$ cat src/design/crr_pkg.sv
// ----------------------------------------------------------------------------
// Circle rasterizer package
// Shared widths, command codes and the step record passed from front to back.
// ----------------------------------------------------------------------------
`default_nettype none

package crr_pkg;

    localparam int COORD_BITS  = 12;
    localparam int RADIUS_BITS = 10;
    localparam int OFF_BITS    = RADIUS_BITS + 1;
    localparam int ERR_BITS    = RADIUS_BITS + 3;
    localparam int OUT_BITS    = 14;

    localparam int S_FIELD_BITS = 2 * COORD_BITS + RADIUS_BITS;
    localparam int S_TDATA_BITS = ((S_FIELD_BITS + 7) / 8) * 8;
    localparam int M_FIELD_BITS = 3 * OUT_BITS;
    localparam int M_TDATA_BITS = ((M_FIELD_BITS + 7) / 8) * 8;

    localparam int MAX_RESULTS = 8;
    localparam int IDX_BITS    = $clog2(MAX_RESULTS);
    localparam int FILL_LAST   = 3;
    localparam int LINE_LAST   = 7;

    localparam int QUEUE_DEPTH = 2;
    localparam int QPTR_BITS   = (QUEUE_DEPTH > 1) ? $clog2(QUEUE_DEPTH) : 1;
    localparam int QCNT_BITS   = $clog2(QUEUE_DEPTH + 1);

    localparam logic CMD_START = 1'b0;
    localparam logic CMD_STEP  = 1'b1;

    typedef struct packed {
        logic [COORD_BITS-1:0]      center_col;
        logic [COORD_BITS-1:0]      center_row;
        logic signed [OFF_BITS-1:0] off_x;
        logic signed [OFF_BITS-1:0] off_y;
        logic                       fill;
        logic                       done;
    } step_t;

endpackage

`default_nettype wire

$ cat src/design/crr_front.sv
// ----------------------------------------------------------------------------
// Circle rasterizer front end
// Takes commands, keeps the circle state and queues one record per step.
// ----------------------------------------------------------------------------
`default_nettype none

module crr_front (
    input  wire logic                              aclk,
    input  wire logic                              aresetn,
    input  wire logic                              s_tvalid,
    output logic                                   s_tready,
    input  wire logic [crr_pkg::S_TDATA_BITS-1:0]  s_tdata,
    input  wire logic                              s_tuser,
    input  wire logic                              cfg_wr_en,
    input  wire logic                              cfg_wr_data,
    output logic                                   push_valid,
    output crr_pkg::step_t                         push_data,
    input  wire logic                              push_ready
);

    localparam int W = crr_pkg::ERR_BITS + 1;

    logic [crr_pkg::COORD_BITS-1:0]       col_reg, col_next;
    logic [crr_pkg::COORD_BITS-1:0]       row_reg, row_next;
    logic [crr_pkg::RADIUS_BITS-1:0]      rad_reg, rad_next;
    logic signed [crr_pkg::OFF_BITS-1:0]  offx_reg, offx_next;
    logic signed [crr_pkg::OFF_BITS-1:0]  offy_reg, offy_next;
    logic signed [crr_pkg::ERR_BITS-1:0]  err_reg, err_next;
    logic                                 active_reg, active_next;
    logic                                 fill_reg, fill_next;

    logic                                 s_acc, start, step;
    logic [crr_pkg::COORD_BITS-1:0]       in_col, in_row;
    logic [crr_pkg::RADIUS_BITS-1:0]      in_rad;
    logic signed [W-1:0]                  e_w, x_w, y_w, r_w, two_x, lim;
    logic signed [W-1:0]                  e_n, x_n, y_n;
    logic                                 done;

    assign s_tready = push_ready;
    assign s_acc    = s_tvalid && s_tready;
    assign start    = s_acc && (s_tuser == crr_pkg::CMD_START);
    assign step     = s_acc && (s_tuser == crr_pkg::CMD_STEP) && active_reg;

    assign in_col = s_tdata[crr_pkg::COORD_BITS-1:0];
    assign in_row = s_tdata[2*crr_pkg::COORD_BITS-1:crr_pkg::COORD_BITS];
    assign in_rad = s_tdata[crr_pkg::S_FIELD_BITS-1:2*crr_pkg::COORD_BITS];

    always_comb begin
        e_w   = W'(err_reg);
        x_w   = W'(offx_reg);
        y_w   = W'(offy_reg);
        r_w   = signed'(W'(rad_reg));
        two_x = x_w <<< 1;
        lim   = (r_w - y_w) <<< 1;
        priority if (e_w >= two_x) begin
            e_n = e_w - two_x - W'(1);
            x_n = x_w + W'(1);
            y_n = y_w;
        end else if (e_w < lim) begin
            e_n = e_w + (y_w <<< 1) - W'(1);
            x_n = x_w;
            y_n = y_w - W'(1);
        end else begin
            e_n = e_w + ((y_w - x_w - W'(1)) <<< 1);
            x_n = x_w + W'(1);
            y_n = y_w - W'(1);
        end
        done = (y_n < x_n);
    end

    always_comb begin
        col_next    = col_reg;
        row_next    = row_reg;
        rad_next    = rad_reg;
        offx_next   = offx_reg;
        offy_next   = offy_reg;
        err_next    = err_reg;
        active_next = active_reg;
        fill_next   = cfg_wr_en ? cfg_wr_data : fill_reg;
        if (start) begin
            col_next    = in_col;
            row_next    = in_row;
            rad_next    = in_rad;
            offx_next   = '0;
            offy_next   = signed'(crr_pkg::OFF_BITS'(in_rad));
            err_next    = signed'(crr_pkg::ERR_BITS'(in_rad) - crr_pkg::ERR_BITS'(1));
            active_next = 1'b1;
        end else if (step) begin
            offx_next   = x_n[crr_pkg::OFF_BITS-1:0];
            offy_next   = y_n[crr_pkg::OFF_BITS-1:0];
            err_next    = e_n[crr_pkg::ERR_BITS-1:0];
            active_next = !done;
        end
    end

    always_ff @(posedge aclk) begin
        if (!aresetn) begin
            col_reg    <= '0;
            row_reg    <= '0;
            rad_reg    <= '0;
            offx_reg   <= '0;
            offy_reg   <= '0;
            err_reg    <= '0;
            active_reg <= 1'b0;
            fill_reg   <= 1'b0;
        end else begin
            col_reg    <= col_next;
            row_reg    <= row_next;
            rad_reg    <= rad_next;
            offx_reg   <= offx_next;
            offy_reg   <= offy_next;
            err_reg    <= err_next;
            active_reg <= active_next;
            fill_reg   <= fill_next;
        end
    end

    assign push_valid           = step;
    assign push_data.center_col = col_reg;
    assign push_data.center_row = row_reg;
    assign push_data.off_x      = offx_reg;
    assign push_data.off_y      = offy_reg;
    assign push_data.fill       = fill_reg;
    assign push_data.done       = done;

    // A completing step leaves the block idle.
    assert property (@(posedge aclk) disable iff (!aresetn)
        (step && done) |=> !active_reg)
        else $error("circle still active after its final step");

    // A start always restarts the octant walk at the top of the circle.
    assert property (@(posedge aclk) disable iff (!aresetn)
        start |=> (active_reg && offx_reg == '0 && offy_reg >= 0))
        else $error("start did not reset the offsets");

endmodule

`default_nettype wire

$ cat src/design/crr_fifo.sv
// ----------------------------------------------------------------------------
// Circle rasterizer step queue
// Small register FIFO that decouples the front end from the output sequencer.
// ----------------------------------------------------------------------------
`default_nettype none

module crr_fifo (
    input  wire logic           aclk,
    input  wire logic           aresetn,
    input  wire logic           push_valid,
    input  crr_pkg::step_t      push_data,
    output logic                push_ready,
    output logic                pop_valid,
    output crr_pkg::step_t      pop_data,
    input  wire logic           pop_ready
);

    crr_pkg::step_t                 mem [crr_pkg::QUEUE_DEPTH];
    logic [crr_pkg::QPTR_BITS-1:0]  wr_ptr_reg, wr_ptr_next;
    logic [crr_pkg::QPTR_BITS-1:0]  rd_ptr_reg, rd_ptr_next;
    logic [crr_pkg::QCNT_BITS-1:0]  count_reg, count_next;
    logic                           push, pop;

    assign push_ready = (count_reg != crr_pkg::QCNT_BITS'(crr_pkg::QUEUE_DEPTH));
    assign pop_valid  = (count_reg != '0);
    assign pop_data   = mem[rd_ptr_reg];
    assign push       = push_valid && push_ready;
    assign pop        = pop_valid && pop_ready;

    always_comb begin
        wr_ptr_next = wr_ptr_reg;
        rd_ptr_next = rd_ptr_reg;
        count_next  = count_reg;
        if (push) begin
            wr_ptr_next = (wr_ptr_reg == crr_pkg::QPTR_BITS'(crr_pkg::QUEUE_DEPTH - 1))
                        ? '0 : wr_ptr_reg + crr_pkg::QPTR_BITS'(1);
        end
        if (pop) begin
            rd_ptr_next = (rd_ptr_reg == crr_pkg::QPTR_BITS'(crr_pkg::QUEUE_DEPTH - 1))
                        ? '0 : rd_ptr_reg + crr_pkg::QPTR_BITS'(1);
        end
        if (push && !pop) begin
            count_next = count_reg + crr_pkg::QCNT_BITS'(1);
        end else if (pop && !push) begin
            count_next = count_reg - crr_pkg::QCNT_BITS'(1);
        end
    end

    always_ff @(posedge aclk) begin
        if (push) begin
            mem[wr_ptr_reg] <= push_data;
        end
    end

    always_ff @(posedge aclk) begin
        if (!aresetn) begin
            wr_ptr_reg <= '0;
            rd_ptr_reg <= '0;
            count_reg  <= '0;
        end else begin
            wr_ptr_reg <= wr_ptr_next;
            rd_ptr_reg <= rd_ptr_next;
            count_reg  <= count_next;
        end
    end

    assert property (@(posedge aclk) disable iff (!aresetn)
        count_reg <= crr_pkg::QCNT_BITS'(crr_pkg::QUEUE_DEPTH))
        else $error("step queue overfilled");

endmodule

`default_nettype wire

$ cat src/design/crr_back.sv
// ----------------------------------------------------------------------------
// Circle rasterizer output sequencer
// Expands each step into points or spans, one per cycle as m_tready allows.
// ----------------------------------------------------------------------------
`default_nettype none

module crr_back (
    input  wire logic                              aclk,
    input  wire logic                              aresetn,
    input  wire logic                              pop_valid,
    input  crr_pkg::step_t                         pop_data,
    output logic                                   pop_ready,
    output logic                                   m_tvalid,
    input  wire logic                              m_tready,
    output logic [crr_pkg::M_TDATA_BITS-1:0]       m_tdata,
    output logic                                   m_tlast,
    output logic                                   m_tuser
);

    localparam int OB = crr_pkg::OUT_BITS;

    crr_pkg::step_t                  cur_reg, cur_next;
    logic                            cur_valid_reg, cur_valid_next;
    logic [crr_pkg::IDX_BITS-1:0]    idx_reg, idx_next;
    logic                            out_valid_reg, out_valid_next;
    logic signed [OB-1:0]            xs_reg, xs_next;
    logic signed [OB-1:0]            xe_reg, xe_next;
    logic signed [OB-1:0]            row_reg, row_next;
    logic                            last_reg, last_next;
    logic                            done_reg, done_next;

    logic                            load_out, is_last, take;
    logic                            use_y_h, neg_h, neg_v;
    logic signed [OB-1:0]            cx, cy, ox, oy, h, v;

    assign load_out = cur_valid_reg && (!out_valid_reg || m_tready);
    assign is_last  = cur_reg.fill
                    ? (idx_reg == crr_pkg::IDX_BITS'(crr_pkg::FILL_LAST))
                    : (idx_reg == crr_pkg::IDX_BITS'(crr_pkg::LINE_LAST));
    assign pop_ready = !cur_valid_reg || (load_out && is_last);
    assign take      = pop_valid && pop_ready;

    always_comb begin
        cx = signed'(OB'(cur_reg.center_col));
        cy = signed'(OB'(cur_reg.center_row));
        ox = OB'(cur_reg.off_x);
        oy = OB'(cur_reg.off_y);
        if (cur_reg.fill) begin
            use_y_h = (idx_reg == crr_pkg::IDX_BITS'(0)) ||
                      (idx_reg == crr_pkg::IDX_BITS'(crr_pkg::FILL_LAST));
            neg_h   = 1'b0;
            neg_v   = idx_reg[1];
        end else begin
            use_y_h = idx_reg[0];
            neg_h   = idx_reg[1];
            neg_v   = idx_reg[2];
        end
        h = use_y_h ? oy : ox;
        v = use_y_h ? ox : oy;
    end

    always_comb begin
        cur_next       = cur_reg;
        cur_valid_next = cur_valid_reg;
        idx_next       = idx_reg;
        out_valid_next = out_valid_reg;
        xs_next        = xs_reg;
        xe_next        = xe_reg;
        row_next       = row_reg;
        last_next      = last_reg;
        done_next      = done_reg;
        if (m_tready) begin
            out_valid_next = 1'b0;
        end
        if (load_out) begin
            out_valid_next = 1'b1;
            if (cur_reg.fill) begin
                xs_next = cx - h;
                xe_next = cx + h;
            end else begin
                xs_next = neg_h ? (cx - h) : (cx + h);
                xe_next = neg_h ? (cx - h) : (cx + h);
            end
            row_next  = neg_v ? (cy - v) : (cy + v);
            last_next = is_last;
            done_next = cur_reg.done;
            idx_next  = idx_reg + crr_pkg::IDX_BITS'(1);
            if (is_last) begin
                cur_valid_next = 1'b0;
                idx_next       = '0;
            end
        end
        if (take) begin
            cur_next       = pop_data;
            cur_valid_next = 1'b1;
            idx_next       = '0;
        end
    end

    always_ff @(posedge aclk) begin
        cur_reg  <= cur_next;
        xs_reg   <= xs_next;
        xe_reg   <= xe_next;
        row_reg  <= row_next;
        last_reg <= last_next;
        done_reg <= done_next;
    end

    always_ff @(posedge aclk) begin
        if (!aresetn) begin
            cur_valid_reg <= 1'b0;
            idx_reg       <= '0;
            out_valid_reg <= 1'b0;
        end else begin
            cur_valid_reg <= cur_valid_next;
            idx_reg       <= idx_next;
            out_valid_reg <= out_valid_next;
        end
    end

    assign m_tvalid = out_valid_reg;
    assign m_tdata  = crr_pkg::M_TDATA_BITS'({row_reg, xe_reg, xs_reg});
    assign m_tlast  = last_reg;
    assign m_tuser  = done_reg;

    assert property (@(posedge aclk) disable iff (!aresetn)
        !cur_valid_reg |-> (idx_reg == '0))
        else $error("item index left over with no step in hand");

    assert property (@(posedge aclk) disable iff (!aresetn)
        (cur_valid_reg && cur_reg.fill) |-> !idx_reg[crr_pkg::IDX_BITS-1])
        else $error("span index beyond the fourth span");

endmodule

`default_nettype wire

$ cat src/design/circle_rasterizer.sv
// ----------------------------------------------------------------------------
// Circle rasterizer
// Integer circle walk giving eight outline points or four spans per step.
//
//   channel  dir  accept               tdata (low bit up)          side bands
//   s_       in   s_tvalid & s_tready  center_x, center_y, radius  tuser = cmd
//   m_       out  m_tvalid & m_tready  x_start, x_end, row         tlast, tuser = done
//   cfg_     in   cfg_wr_en            fill_mode                   -
//
// A step gives one item per cycle while m_tready is high: eight items in outline
// mode, four in fill, via the single output register. Commands are taken every cycle
// while the two-entry step queue has room. Starts and idle steps give no item.
// Reset is synchronous, active low, and leaves the block idle in outline mode.
// ----------------------------------------------------------------------------
`default_nettype none

module circle_rasterizer (
    input  wire logic                              aclk,
    input  wire logic                              aresetn,
    input  wire logic                              s_tvalid,
    output logic                                   s_tready,
    // center_x, center_y, radius
    input  wire logic [crr_pkg::S_TDATA_BITS-1:0]  s_tdata,
    // cmd
    input  wire logic                              s_tuser,
    input  wire logic                              cfg_wr_en,
    input  wire logic                              cfg_wr_data,
    output logic                                   m_tvalid,
    input  wire logic                              m_tready,
    // x_start, x_end, row
    output logic [crr_pkg::M_TDATA_BITS-1:0]       m_tdata,
    output logic                                   m_tlast,
    // done_res
    output logic                                   m_tuser
);

    logic            push_valid, push_ready, pop_valid, pop_ready;
    crr_pkg::step_t  push_data, pop_data;

    crr_front u_front (
        .aclk        (aclk),
        .aresetn     (aresetn),
        .s_tvalid    (s_tvalid),
        .s_tready    (s_tready),
        .s_tdata     (s_tdata),
        .s_tuser     (s_tuser),
        .cfg_wr_en   (cfg_wr_en),
        .cfg_wr_data (cfg_wr_data),
        .push_valid  (push_valid),
        .push_data   (push_data),
        .push_ready  (push_ready)
    );

    crr_fifo u_fifo (
        .aclk       (aclk),
        .aresetn    (aresetn),
        .push_valid (push_valid),
        .push_data  (push_data),
        .push_ready (push_ready),
        .pop_valid  (pop_valid),
        .pop_data   (pop_data),
        .pop_ready  (pop_ready)
    );

    crr_back u_back (
        .aclk      (aclk),
        .aresetn   (aresetn),
        .pop_valid (pop_valid),
        .pop_data  (pop_data),
        .pop_ready (pop_ready),
        .m_tvalid  (m_tvalid),
        .m_tready  (m_tready),
        .m_tdata   (m_tdata),
        .m_tlast   (m_tlast),
        .m_tuser   (m_tuser)
    );

endmodule

`default_nettype wire

$ cat config.mk
export PLATFORM = sky130hd
export DESIGN_NAME = circle_rasterizer
export DESIGN_NICKNAME = d
export VERILOG_FILES = /design/src/design/crr_pkg.sv /design/src/design/crr_front.sv /design/src/design/crr_fifo.sv /design/src/design/crr_back.sv /design/src/design/circle_rasterizer.sv
export SDC_FILE = /design/constraint.sdc
export NUM_CORES = 1
export LEC_CHECK = 0
export ABC_AREA = 1
export BUFFER_PORTS_ARGS = -buffer_cell sky130_fd_sc_hd__buf_2
export CORE_ASPECT_RATIO = 0.5
export CORE_UTILIZATION = 55
export CTS_CLUSTER_DIAMETER = 50
export DETAILED_ROUTE_END_ITERATION = 16
export GPL_TIMING_DRIVEN = 0
export HOLD_SLACK_MARGIN = 0.08
export PLACE_DENSITY = 0.78
export SYNTH_ARGS = -nofsm -noshare
export SYNTH_HDL_FRONTEND = slang
export SYNTH_HIERARCHICAL = 1
export SYNTH_SLANG_ARGS = --single-unit
$ cat constraint.sdc
create_clock -name aclk -period 6.19 [get_ports aclk]
set_clock_uncertainty 0.05 [all_clocks]
set_input_delay 0.3095 -clock aclk [delete_from_list [all_inputs] [get_ports aclk]]
set_output_delay 0.3095 -clock aclk [all_outputs]
set_load 0.02 [all_outputs]
==> results.toml <==
[sta]
setup-violations-final = 0
max_freq_mhz = 177.9
tns_ns = 0
relSlewSlack_pct = 34.91
post-route-period-util_pct = 90.80
hold_viol = 0
final_max_slew_viol_count = 0
period_minus_slack_ns = 5.620
rsz0062_at_grt = "no"
tightest_slew_ns = 0.9763
fin_ws_ns = 0.5697

[critical_path]
cpMostUsedCell = "nand2_1"
timing.rr.start = "u_front/offy_reg[0]$_SDFFE_PN0P_"
crit_fanout = 8
slowest_delay_ns = 0.41
r2r_cells = 36
cp-end-kind = "flip-flop"
cp.arrival_ns = 5.87
critPathSlowestCell = "dfxtp_4"
r2r_slack_ns = 0.57
cp.required_ns = 6.44
crit_type = "reg -> reg"
start_kind = "flip-flop"
r2r_end = "u_fifo/mem[0][0]$_DFFE_PP_"

[finish]
final_common_cell = "nand2_1"
drive_gt1_share_pct = 13.60
final_cell_mix = "nand2_1, inv_1, edfxtp_1"
nets = 2162
syn_to_final_growth_pct = 14.12
largest_reg_flops = 96
final_core_util_pct = 64.16

[synth]
synth_edf_count = 187
ys.flop_type = "edfxtp_1"
postSynthAreaPerCell_um2 = 9.054
synth_area_mm2 = 0.01641
yosysUniqueCellTypes = 62
async_reset_ff_share_pct = 0
synth_seq_cells = 268
yosysSeqAreaShare_pct = 44.11
synth_cells = 1812
ys_warn_count = 6

[global_routing]
grt_pass1_vias = 12330
grt_max_degree = 46
grt_usage_pct = 26.74
grt_pass1_wl_um = 63600
grt_overflow = 0
antenna_found_initial = 0

[clock_network]
cts_sinks = 268
clock_latency_ns = 0.56
clk_pin_slew_ns = 0.06
root_buffer = "clkbuf_16"
cts_buffers = 26
cts_tree = "done"
cts_max_level = 1
clockBufferDepth = 3

[die]
initial_core_util_pct = 56.23
core_area_mm2 = 0.02918
ios = 99
die_w_um = 246.3
dieArea_mm2 = 0.03057
rows = 44
die_h_um = 124.1

[min_path]
hp-class = "in -> reg"
hold_depth = 3
whs_endpoint = "u_front/offy_reg[1]$_SDFFE_PN0P_"
min_from = "s_tdata[25]"

[route]
drtAntennaViolNets = 0
firstDrtPassIters = 6
wl_per_cell_um = 16.90
drt_wl_total_um = 40170
dr_total_vias = 13060
via_per_inst = 5.495
drt-initial-drc-count = 1109
drcViolationCount = 0

[placement]
place.detailed.hpwl_um = 29050
gp_congestion = 0.9369
post-place-ws_ns = 0.1522
port-buffer-count = 86

[job]
maxCapViolCount = 0

[status]
status = "completed"
[layer usage]
metal  up-vias  wire (um)  GRT usage (%)
met5         -          0              0
met4         0       1300          8.796
met3       103       2490          4.094
met2       452      18650          45.24
met1      6072      17730          35.43
li1       6434          -              -
[cells in the mapped netlist, types with 3 or more instances]
| cell type | instances | area share [%] |
|---|---|---|
| nand2_1 | 342 | 7.8 |
| inv_1 | 239 | 5.5 |
| edfxtp_1 | 187 | 34 |
| ha_1 | 142 | 11 |
| nor2_1 | 138 | 3.2 |
| o21ai_0 | 122 | 3.7 |
| a21oi_1 | 118 | 3.6 |
| dfxtp_1 | 81 | 9.9 |
| nand3_1 | 71 | 2.2 |
| xor2_1 | 56 | 3.0 |
| xnor2_1 | 31 | 1.7 |
| mux2_2 | 29 | 2.0 |
| clkbuf_1 | 23 | 0.53 |
| a31oi_1 | 22 | 0.84 |
| mux2_4 | 20 | 1.8 |
| nand2_2 | 17 | 0.65 |
| nand4_1 | 17 | 0.65 |
| nor3_1 | 15 | 0.46 |
| o21bai_1 | 12 | 0.55 |
| buf_4 | 11 | 0.50 |
| nand3b_1 | 9 | 0.41 |
| fa_1 | 8 | 0.98 |
| o211ai_1 | 8 | 0.37 |
| and2_1 | 6 | 0.23 |
| buf_6 | 6 | 0.41 |
| nor2_2 | 6 | 0.23 |
| a211oi_1 | 5 | 0.23 |
| a21o_1 | 5 | 0.23 |
| buf_2 | 5 | 0.15 |
| a221oi_1 | 4 | 0.21 |
| inv_2 | 4 | 0.091 |
| nand2_4 | 4 | 0.27 |
| nand3_2 | 4 | 0.24 |
| o2111ai_1 | 4 | 0.21 |
| o21ai_1 | 3 | 0.091 |
| o21ai_2 | 3 | 0.16 |
| o221ai_1 | 3 | 0.16 |
| o31ai_1 | 3 | 0.14 |
[cell type report]
| type | count | area [um2] |
|---|---|---|
| sequential | 268 | 7247 |
| tap | 391 | 489.2 |
| timing repair buffer | 120 | 800.8 |
| antenna | 1 | 2.502 |
| clock inverter | 15 | 231.5 |
| clock buffer | 33 | 708.2 |
| inverter | 247 | 940.9 |
| fill | 2370 | 10460 |
| multi-input combinational | 1255 | 8021 |
| buffer | 47 | 280.3 |
[cells by family after synthesis]
logic type,share of synthesized area (%)
AO/OA/AOI/OAI,10.97
adder cells (fa/ha/maj),11.81
multiplexers,3.821
XOR/XNOR,4.645
other,0.02286
buffers and inverters,7.421
flip-flops,44.11
AND/OR/NAND/NOR,17.20
[metrics by stage]
step                instances  hold WS [ns]  cell area (um2)
floorplan                1817        0.3503            16420
global placement         2294        0.3731            17340
detailed placement       2297        0.3764            17430
CTS                      2373        0.1068            18650
global route             2376        0.1193            18720
finish                   2377        0.1401            18720
[critical path: cells and delay by family (launching register included)]
family / cells / cell delay, ns
XOR/XNOR: 1 / 0.09
flip-flops: 1 / 0.41
AO/OA/AOI/OAI: 9 / 1.32
adder cells (fa/ha/maj): 4 / 1.09
AND/OR/NAND/NOR: 19 / 2.16
buffers and inverters: 3 / 0.25
[worst max path at each step]
stage                                          start                          to  depth (start not counted)
floorplan           u_front/offy_reg[0]$_SDFFE_PN0P_  u_fifo/mem[0][0]$_DFFE_PP_                         36
global placement    u_front/offy_reg[2]$_SDFFE_PN0P_  u_fifo/mem[0][0]$_DFFE_PP_                         37
detailed placement  u_front/offy_reg[2]$_SDFFE_PN0P_  u_fifo/mem[0][0]$_DFFE_PP_                         37
CTS                 u_front/offy_reg[2]$_SDFFE_PN0P_  u_fifo/mem[0][0]$_DFFE_PP_                         37
global route        u_front/offy_reg[2]$_SDFFE_PN0P_  u_fifo/mem[0][0]$_DFFE_PP_                         37
finish              u_front/offy_reg[0]$_SDFFE_PN0P_  u_fifo/mem[0][0]$_DFFE_PP_                         36
[what timing repair did]
action	in CTS	in global routing
hold buffers	28	0
setup endpoints to repair	0	3
gates resized for setup	0	14
endpoints found under the hold margin	29	0
buffers inserted	0	3
Power is not shown: default switching activity piles up to over one toggle a cycle in this logic, so the estimate is an artifact.
